### config.mk
export PLATFORM = sky130hd
export DESIGN_NAME = scc_ram
export DESIGN_NICKNAME = d
export VERILOG_FILES = /design/src/hdl/scc_ram.sv
export SDC_FILE = /design/constraint.sdc
export NUM_CORES = 1
export LEC_CHECK = 0
export BUFFER_PORTS_ARGS = -buffer_cell sky130_fd_sc_hd__buf_2
export CAP_MARGIN = 20
export CORE_MARGIN = 8
export CORE_UTILIZATION = 55
export DETAILED_ROUTE_END_ITERATION = 12
export GPL_TIMING_DRIVEN = 1
export PLACE_DENSITY = 0.77
export SLEW_MARGIN = 20
export SYNTH_ARGS = -nofsm -noshare
export SYNTH_HDL_FRONTEND = slang
export SYNTH_SLANG_ARGS = --single-unit
### constraint.sdc
create_clock -name clk -period 2.3 [get_ports clk]
set_clock_uncertainty 0.15 [all_clocks]
set_input_delay 0.46 -clock clk [delete_from_list [all_inputs] [get_ports clk]]
set_output_delay 0.46 -clock clk [all_outputs]
set_load 0.02 [all_outputs]
### src/hdl/scc_ram.sv
// Generic single-port-write, single-port-read RAM with registered read.
`default_nettype none
module scc_ram #(
    parameter int Width = 8,
    parameter int Depth = 16
) (
    input  wire logic                     clk,
    input  wire logic                     we,
    input  wire logic [$clog2(Depth)-1:0] waddr,
    input  wire logic [Width-1:0]         wdata,
    input  wire logic [$clog2(Depth)-1:0] raddr,
    output logic      [Width-1:0]         rdata
);
    logic [Width-1:0] mem [Depth];

    always_ff @(posedge clk)
    begin
        if (we)
        begin
            mem[waddr] <= wdata;
        end
        rdata <= mem[raddr];
    end
endmodule
`default_nettype wire
After elaboration in Yosys (flattened, before gate mapping)
Memory sizes are Yosys's and may differ from the RTL's. A register that Yosys moved wholly into a read port is not among the register bits.
Cells that the tools add are included.
- bits in registers: 0
- bits in writable memories: 128
- input bits: 18
- output and inout bits: 8
- word-level logic and storage cells: 3
- memories: 1
- memory list (memory ; depth ; bits a word ; read ports ; clocked after Yosys merged registers in ; write ports ; RTL line ; RTL):
    mem ; 16 ; 8 ; 1 ; 1 ; 1 ; 14 ; logic [Width-1:0] mem [Depth];
- multiplexer cells: 2
- operator list (cell ; count):
    1-bit two-way mux ; 2

Depth between registers and ports, before layout
Gate-level depths: netlist of run 1.
- depth in word-level cells: 2
- gate-level depth with buffers: 5
- gate-level depth less buffers: 3

Least setup slack after synthesis of run 1
OpenSTA, ideal clock, no wires.
- path kind: input to register
- from: in waddr[2]
- to: mem mem[0][0] (enable)
- setup time: 383 ps
- data arrival time: 1570 ps
- data required time: 1767 ps
- setup slack: 197 ps
- stages on the path: 2
- buffers on the path: 0
- cells stage by stage: or3b_2 > nor3_1
- RTL lines (element ; RTL line ; RTL):
    start: declaration ; 9 ; input wire logic [$clog2(Depth)-1:0] waddr,
    end: declaration ; 14 ;
No word-level cell before the write port.

Final worst setup path of run 1
- from: reg rdata[1] (read register of mem)
- to: out rdata[1]
- RTL lines (element ; RTL line ; RTL):
    start: declaration ; 12 ; output logic [Width-1:0] rdata
No word-level cell between the ends.

==> metrics.csv, run 1 <==
stage;metric;value;unit
placed_design;Setup Slack @ Placement;0.216;ns
route;DR WL met2;4780;um
logic_synthesis;compound-gate portion of the synthesized area;0.0233;
cells_and_area;Finished Core Util;0.665;
cells_and_area;Final Instance Area;6090;um^2
logic_synthesis;Unique masters post-synth;19;
clock_tree;post-CTS setup buffers;0;
critical_path;critical path cell sequence;buf_2;
logic_synthesis;Synth Area in Simple Gates;0.0318;
critical_path;nature of the critical path endpoint;output pin;
route;Vias/cell;6.04;
clock_tree;depth of the CTS H-tree;4;
logic_synthesis;largest family of logic cells by synthesized area;multiplexers;
cells_and_area;most common cell after layout, fill and taps aside;edfxtp_1;
cells_and_area;Multi-input gate area;1060;um^2
floorplan;chip width;113;um
cells_and_area;Net count, final;305;
cells_and_area;Antenna Cells;0;
critical_path;Worst Path Max Fanout;1;
logic_synthesis;post-synthesis mux area share;0.150;
outcome;status;finished clean;
global_routing;vias in the first global route;2631;
critical_path;CP required;1.69;ns
logic_synthesis;sequential share of the synthesized area;0.778;
floorplan;Std-Cell Rows;35;
route;initial drt markers;237;
route;Top Layer Used;met4;
route;drt total wl;9840;um
sta;max-slew violations;0;
logic_synthesis;post-synthesis xor/xnor area fraction;0;
placed_design;Port Buffers;25;
route;via count;2484;
critical_path;worst r2r path cells;3;
critical_path;slowest stage cell, crit path;dfxtp_1;
global_routing;first-pass GRT wire length;15100;um
cells_and_area;most frequent cells in the layout;edfxtp_1 (128), buf_2 (25), buf_4 (21);
critical_path;arrival time worst endpoint;1.01;ns
placed_design;dpl hpwl;6320;um
sta;final setup fails;0;
critical_path;reg-to-reg startpoint;mem[3][6];
critical_path;Max stage delay on crit path;0.33;ns
sta;final hold violations;0;
critical_path;CP Launch Type;flop;
clock_tree;# clock sinks;136;
min_path;Hold WC Path Type;primary input to flop;
clock_tree;CTS Hold Buffers Added;0;
route;wl on met1;4100;um
logic_synthesis;Synth Register Bits;136;
floorplan;die height;113;um
min_path;hold path cells;1;
pwr;PD cells;904;nW/um^2
clock_tree;worst-skew pair later-pin latency;0.52;ns
cells_and_area;synth-to-layout area growth;18.2;%
floorplan;Initial Util;0.562;
critical_path;Worst setup startpoint;rdata[1];
clock_tree;CTS tree;built;
placed_design;dpl cell area;5540;um^2
route;Pre-antenna DRT Iters;4;
floorplan;# IOs;26;
critical_path;Buffers & Inverters on Critical Path;1;
logic_synthesis;Synth Area per Inst;22.5;um^2
cells_and_area;ratio of cells with drive above 1 in the final layout;0.333;
sta;FMAX;616;MHz
min_path;hold_sp;wdata[1];
sta;Slew HR;0.520;
global_routing;pin count of the biggest net entering global routing;27;
global_routing;gr usage total;0.166;
pwr;Leakage;0.00209;uW
global_routing;grt ovf;0;
clock_tree;CTS Buf Count;17;
critical_path;critical path depth in cells;1;
critical_path;CP top delay family;flip-flops;
job;Max Cap Viol;0;
sta;RSZ-0062 raised after global routing;no;
pwr;VDD IR max;0.554;mV
route;Post-DRT Antenna Nets;0;
route;drt drc;0;
clock_tree;cts repair resizes;0;
floorplan;Die Area;12700;um^2
cells_and_area;sequential cell area;4000;um^2
cells_and_area;fill count;554;
placed_design;Routability Congestion;0.722;
logic_synthesis;Net Count, Synth;247;
logic_synthesis;Ys Warns;0;
clock_tree;CTS Buffer Depth;2;
clock_tree;Root Driver;clkbuf_8;
sta;fin crit share;0.706;
route;WL per Instance;24.0;um
sta;TNS Setup;0;ns
sta;hold_ws;0.170;ns
logic_synthesis;Post-Synthesis Cells;229;
logic_synthesis;adder-cell share of the synthesized area;0;
global_routing;initial antenna violation count;0;
sta;Worst-Margin Slew;0.718;ns
sta;Period minus WS final;1.62;ns
clock_tree;Clock transition at path regs;0.06;ns
floorplan;core area;9150;um^2
critical_path;WS Path Type;flop to output pin;
route;routed wl met3;760;um
logic_synthesis;synthesized cell area;5150;um^2
sta;setup ws final;0.677;ns
synthesized netlist by cell type (all sizes together):
| cell type | instances | area [um^2] |
|---|---|---|
| a22oi | 16 | 120 |
| and2 | 1 | 6.26 |
| and2b | 1 | 7.51 |
| buf | 7 | 56.3 |
| clkdlybuf4s25 | 3 | 30.0 |
| dfxtp | 8 | 160 |
| edfxtp | 128 | 3840 |
| mux4 | 32 | 773 |
| nand2 | 9 | 33.8 |
| nand2b | 2 | 12.5 |
| nand3 | 1 | 5.00 |
| nand3b | 2 | 15.0 |
| nor2 | 13 | 48.8 |
| nor2b | 1 | 6.26 |
| nor3 | 4 | 20.0 |
| or3b | 1 | 8.76 |
final timing paths:
check | to | slack [ns]
setup reg to reg | rdata[6] | 0.79
hold / removal | mem[6][1] | 0.17
setup / recovery | rdata[1] | 0.68
hold reg to reg | rdata[0] | 0.53
metrics by stage:
| step | instances | total power (uW) |
|---|---|---|
| after floorplan | 229 | 3000 |
| after global placement | 379 | 3110 |
| after detailed placement | 379 | 3120 |
| after CTS | 411 | 5540 |
| after global routing | 411 | 5670 |
| final | 411 | 5500 |
sequential cells by signal, indices dropped and copies added, names as in the netlist:
register and count:
mem 128, rdata 8
report_power, final:
part	total [uW]	switching, uW	internal, uW
logic	280	162	118
clock network	2430	1000	1430
registers	2790	14.7	2770
final cells by class:
| class | count | area share |
|---|---|---|
| multi-input cells | 83 | 0.174 |
| well taps | 111 | 0.0228 |
| repair buffers | 49 | 0.0563 |
| clock buffers | 17 | 0.0681 |
| flip-flops and latches | 136 | 0.658 |
| clock inverters | 15 | 0.0212 |
kinds of logic (layout without fill, tap and decap cells):
kind of cell           Yosys count  count (layout)
DFF                            136             136
and+or+nand+nor                 35              35
AOI/OAI and AO/OA               16              16
buffers and inverters           10              81
muxes                           32              32
routing by layer:
metal | global-route usage | up-vias
li1 | - | 1094
met1 | 0.210 | 1251
met2 | 0.257 | 122
met3 | 0.0570 | 17
met4 | 0.0728 | 0
met5 | 0 | -
Power figures use the tool's default switching activity.
==> run 2, diff against run 1 <==
--- a/config.mk
+++ b/config.mk
@@ -5,13 +5,14 @@
 export SDC_FILE = /design/constraint.sdc
 export NUM_CORES = 1
 export LEC_CHECK = 0
+export ABC_AREA = 1
 export BUFFER_PORTS_ARGS = -buffer_cell sky130_fd_sc_hd__buf_2
 export CAP_MARGIN = 20
 export CORE_MARGIN = 8
 export CORE_UTILIZATION = 55
 export DETAILED_ROUTE_END_ITERATION = 12
 export GPL_TIMING_DRIVEN = 1
-export PLACE_DENSITY = 0.77
+export PLACE_DENSITY = 0.79
 export SLEW_MARGIN = 20
 export SYNTH_ARGS = -nofsm -noshare
 export SYNTH_HDL_FRONTEND = slang
==> constraint.sdc (replaced) <==
create_clock -name clk -period 1.4 [get_ports clk]
set_clock_uncertainty 0.15 [all_clocks]
set_input_delay 0.28 -clock clk [delete_from_list [all_inputs] [get_ports clk]]
set_output_delay 0.28 -clock clk [all_outputs]
set_load 0.02 [all_outputs]
==> run 2 against run 1 <==
  * Via count increased by 62%
  * Largest power group unchanged
  * Combinational power increased by 150%
  * Synthesized cell count increased by 140%
  * Die area increased by 10%
  * Hold slack got worse by 0.13 ns
  * Sequential power increased by 65%
  * The run now ends with negative setup slack left
  * Area after synthesis increased by 12%
  * Critical path type unchanged
  * Sequential share of layout area decreased by 7.9 points
  * Global-route usage increased by 3.3 points
  * Flip-flop and latch count unchanged
  * Utilization increased by 1.3 points
==> metrics.csv, run 2 <==
stage;metric;value;unit;change
critical_path;CP endpoint;rdata[1];;unchanged
pwr;VDD IR max;0.814;mV;was 0.554 mV
clock_tree;CTS tree;built;;unchanged
critical_path;Reg2Reg Setup Slack;0.19;ns;was 0.79 ns
logic_synthesis;compound-gate portion of the synthesized area;0;;was 0.0233
cells_and_area;most common cell after layout, fill and taps aside;nand2_1;;was edfxtp_1
logic_synthesis;largest area contributor in the netlist;edfxtp_1;;unchanged
logic_synthesis;Unique masters post-synth;12;;was 19
pwr;PD cells;1420;nW/um^2;was 904 nW/um^2
logic_synthesis;adder-cell share of the synthesized area;0;;unchanged
critical_path;Worst Path Max Fanout;1;;unchanged
critical_path;CP top delay family;flip-flops;;unchanged
global_routing;gr usage total;0.199;;was 0.166
logic_synthesis;async set-reset flop share out of synthesis;0;;unchanged
clock_tree;CTS Buffer Depth;2;;unchanged
pwr;Leakage;0.00305;uW;was 0.00209 uW
route;WL per Instance;18.0;um;was 24.0 um
floorplan;Die Area;14000;um^2;was 12700 um^2
clock_tree;# clock sinks;136;;unchanged
critical_path;WS Path Type;flop to output pin;;unchanged
floorplan;die height;118;um;was 113 um
logic_synthesis;largest family of logic cells by synthesized area;simple AND/OR/NAND/NOR gates;;was multiplexers
sta;hold_ws;0.0447;ns;was 0.170 ns
sta;Period minus WS final;1.41;ns;
global_routing;initial antenna violation count;0;;unchanged
cells_and_area;most frequent cells in the layout;nand2_1 (173), edfxtp_1 (128), inv_1 (100);;was edfxtp_1 (128), buf_2 (25), buf_4 (21)
placed_design;placed insts;725;;was 379
critical_path;worst r2r path cells;6;;was 3
floorplan;core area;10200;um^2;was 9150 um^2
global_routing;vias in the first global route;4049;;was 2631
cells_and_area;Multi-input gate area;1210;um^2;was 1060 um^2
clock_tree;Root Driver;clkbuf_8;;unchanged
critical_path;nature of the critical path endpoint;output pin;;unchanged
placed_design;dpl hpwl;8360;um;was 6320 um
logic_synthesis;top-area cell type share of the netlist area;0.667;;was 0.747
cells_and_area;largest registers;mem x128, rdata x8;;unchanged
route;drt drc;0;;unchanged
job;Max Cap Viol;0;;unchanged
logic_synthesis;Synth Area per Inst;10.5;um^2;was 22.5 um^2
floorplan;Initial Util;0.564;;was 0.562
logic_synthesis;Net Count, Synth;569;;was 247
logic_synthesis;Synth Register Bits;136;;unchanged
clock_tree;Clock transition at path regs;0.06;ns;about the same
placed_design;Port Buffers;25;;unchanged
cells_and_area;sequential cell area;4010;um^2;was 4000 um^2
placed_design;Routability Congestion;0.881;;was 0.722
critical_path;reg-to-reg startpoint;mem[3][7];;was mem[3][6]
critical_path;Buffers & Inverters on Critical Path;1;;unchanged
critical_path;slowest stage cell, crit path;dfxtp_2;;was dfxtp_1
sta;Worst-Margin Slew;0.402;ns;was 0.718 ns
placed_design;Setup Slack @ Placement;-0.101;ns;was 0.216 ns
cells_and_area;ratio of cells with drive above 1 in the final layout;0.166;;was 0.333
critical_path;critical path depth in cells;1;;unchanged
critical_path;arrival time worst endpoint;0.98;ns;was 1.01 ns
critical_path;Max stage delay on crit path;0.34;ns;was 0.33 ns
cells_and_area;synth-to-layout area growth;20.3;%;was 18.2%
floorplan;# IOs;26;;unchanged
logic_synthesis;most frequent cell after synthesis;nand2_1;;was edfxtp_1
min_path;Hold WC Path Type;primary input to flop;;unchanged
cells_and_area;Finished Core Util;0.678;;was 0.665
outcome;status;complete, but fails checks;;was finished clean
floorplan;chip width;118;um;was 113 um
sta;final setup fails;1;;was 0
logic_synthesis;Synth Area in Simple Gates;0.210;;was 0.0318
cells_and_area;fill count;718;;was 554
logic_synthesis;Primary FF master, synth;edfxtp_1;;unchanged
cells_and_area;register name with the most flops;mem;;unchanged
outcome;failing checks;negative setup slack;;
critical_path;CP required;0.97;ns;was 1.69 ns
sta;fin crit share;1.01;;
sta;FMAX;710;MHz;
critical_path;reg2reg end;rdata[7];;was rdata[6]
sta;final hold violations;0;;unchanged
route;via count;4020;;was 2484
clock_tree;CTS Buf Count;17;;unchanged
route;Post-DRT Antenna Nets;0;;unchanged
global_routing;pin count of the biggest net entering global routing;33;;was 27
sta;Slew HR;0.732;;was 0.520
logic_synthesis;Post-Synthesis Cells;551;;was 229
logic_synthesis;sequential share of the synthesized area;0.694;;was 0.778
floorplan;Std-Cell Rows;37;;was 35
cells_and_area;Antenna Cells;0;;unchanged
clock_tree;worst-skew pair later-pin latency;0.52;ns;about the same
clock_tree;CTS Hold Buffers Added;0;;unchanged
logic_synthesis;post-synthesis mux area share;0;;was 0.150
min_path;hold path cells;1;;unchanged
critical_path;Worst setup startpoint;rdata[1];;unchanged
global_routing;first-pass GRT wire length;21200;um;was 15100 um
logic_synthesis;Synth area leaders;edfxtp_1 (67%), nand2_1 (11%), nand3_1 (8.4%);;was edfxtp_1 (75%), mux4_2 (7.9%), mux4_1 (7.1%)
route;Vias/cell;5.31;;was 6.04
sta;max-slew violations;0;;unchanged
cells_and_area;Post-Layout Cell Count;757;;was 411
logic_synthesis;post-synthesis xor/xnor area fraction;0;;unchanged
critical_path;CP Launch Type;flop;;unchanged
route;Pre-antenna DRT Iters;5;;was 4
cells_and_area;max FFs per register;128;;unchanged
global_routing;grt ovf;0;;unchanged
route;drt total wl;13600;um;was 9840 um
logic_synthesis;Commonest cells post-synth;nand2_1 (173), edfxtp_1 (128), inv_1 (100);;was edfxtp_1 (128), mux4_2 (18), a22oi_1 (16)
route;initial drt markers;347;;was 237
clock_tree;depth of the CTS H-tree;4;;unchanged
sta;TNS Setup;-0.00861;ns;was 0 ns
logic_synthesis;EDFF count, synth;128;;unchanged
logic_synthesis;Ys Warns;0;;unchanged
logic_synthesis;synthesized cell area;5770;um^2;was 5150 um^2
sta;setup ws final;-0.00861;ns;was 0.677 ns
sta;RSZ-0062 raised after global routing;yes;;was no
cells_and_area;Net count, final;626;;was 305
critical_path;critical path cell sequence;buf_6;;was buf_2
[run 2: changes by cell type after synthesis, moves of 4 or more]
| cell | before | now |
|---|---|---|
| nand2_1 | 9 | 173 |
| mux4_2 | 18 | 0 |
| nand3_1 | 1 | 97 |
| a22oi_1 | 16 | 0 |
| buf_2 | 3 | 13 |
| nor2_1 | 13 | 17 |
| mux4_1 | 14 | 0 |
| inv_1 | 0 | 100 |
| nor3_1 | 4 | 0 |
[run 2: kinds of logic (layout without fill, tap and decap cells)]
logic type / after synthesis / after routing
buffers and inverters: 126 / 196
flip-flops: 136 / 136
AND/OR/NAND/NOR: 289 / 289
[run 2: worst min-delay path by stage]
stage,start,slack [ns],to
6_report,wdata[5],0.04,mem[3][5]
5_1_grt,wdata[6],0.03,mem[10][6]
4_1_cts,wdata[6],0.03,mem[8][6]
3_5_place_dp,mem[2][1],0.51,rdata[1]
3_3_place_gp,mem[14][3],0.51,rdata[3]
2_1_floorplan,wdata[0],0.23,mem[0][0]
[run 2: routing by layer]
metal | share of wire | global-route usage | up-vias
met1 | 0.39 | 0.233 | 1907
met3 | 0.069 | 0.0414 | 26
met2 | 0.51 | 0.346 | 195
met5 | 0 | 0 | -
met4 | 0.028 | 0.0949 | 0
li1 | - | - | 1892
[run 2: cell type report]
class,count,share of cell area
clock buffer,18,0.0602
tap,136,0.0245
timing repair buffer,62,0.0779
clock inverter,14,0.0285
multi-input combinational,289,0.175
inverter,102,0.0552
sequential,136,0.579
[run 2: metrics by stage]
stage / total power (uW) / cell area [um^2]
floorplan: 5010 / 5770
detailed placement: 5300 / 6260
global placement: 5280 / 6260
finish: 9860 / 6940
CTS: 9900 / 6930
global route: 10100 / 6940
[run 2: repair_timing]
action	4_1_cts	5_1_grt
resized for setup	19	5
endpoints found under the setup margin	8	8
buffers inserted	0	0
[run 2: power breakdown]
group | total [uW] | switching (uW) | internal [uW]
Sequential | 4590 | 32.2 | 4560
Clock | 4590 | 1680 | 2910
Combinational | 686 | 441 | 246
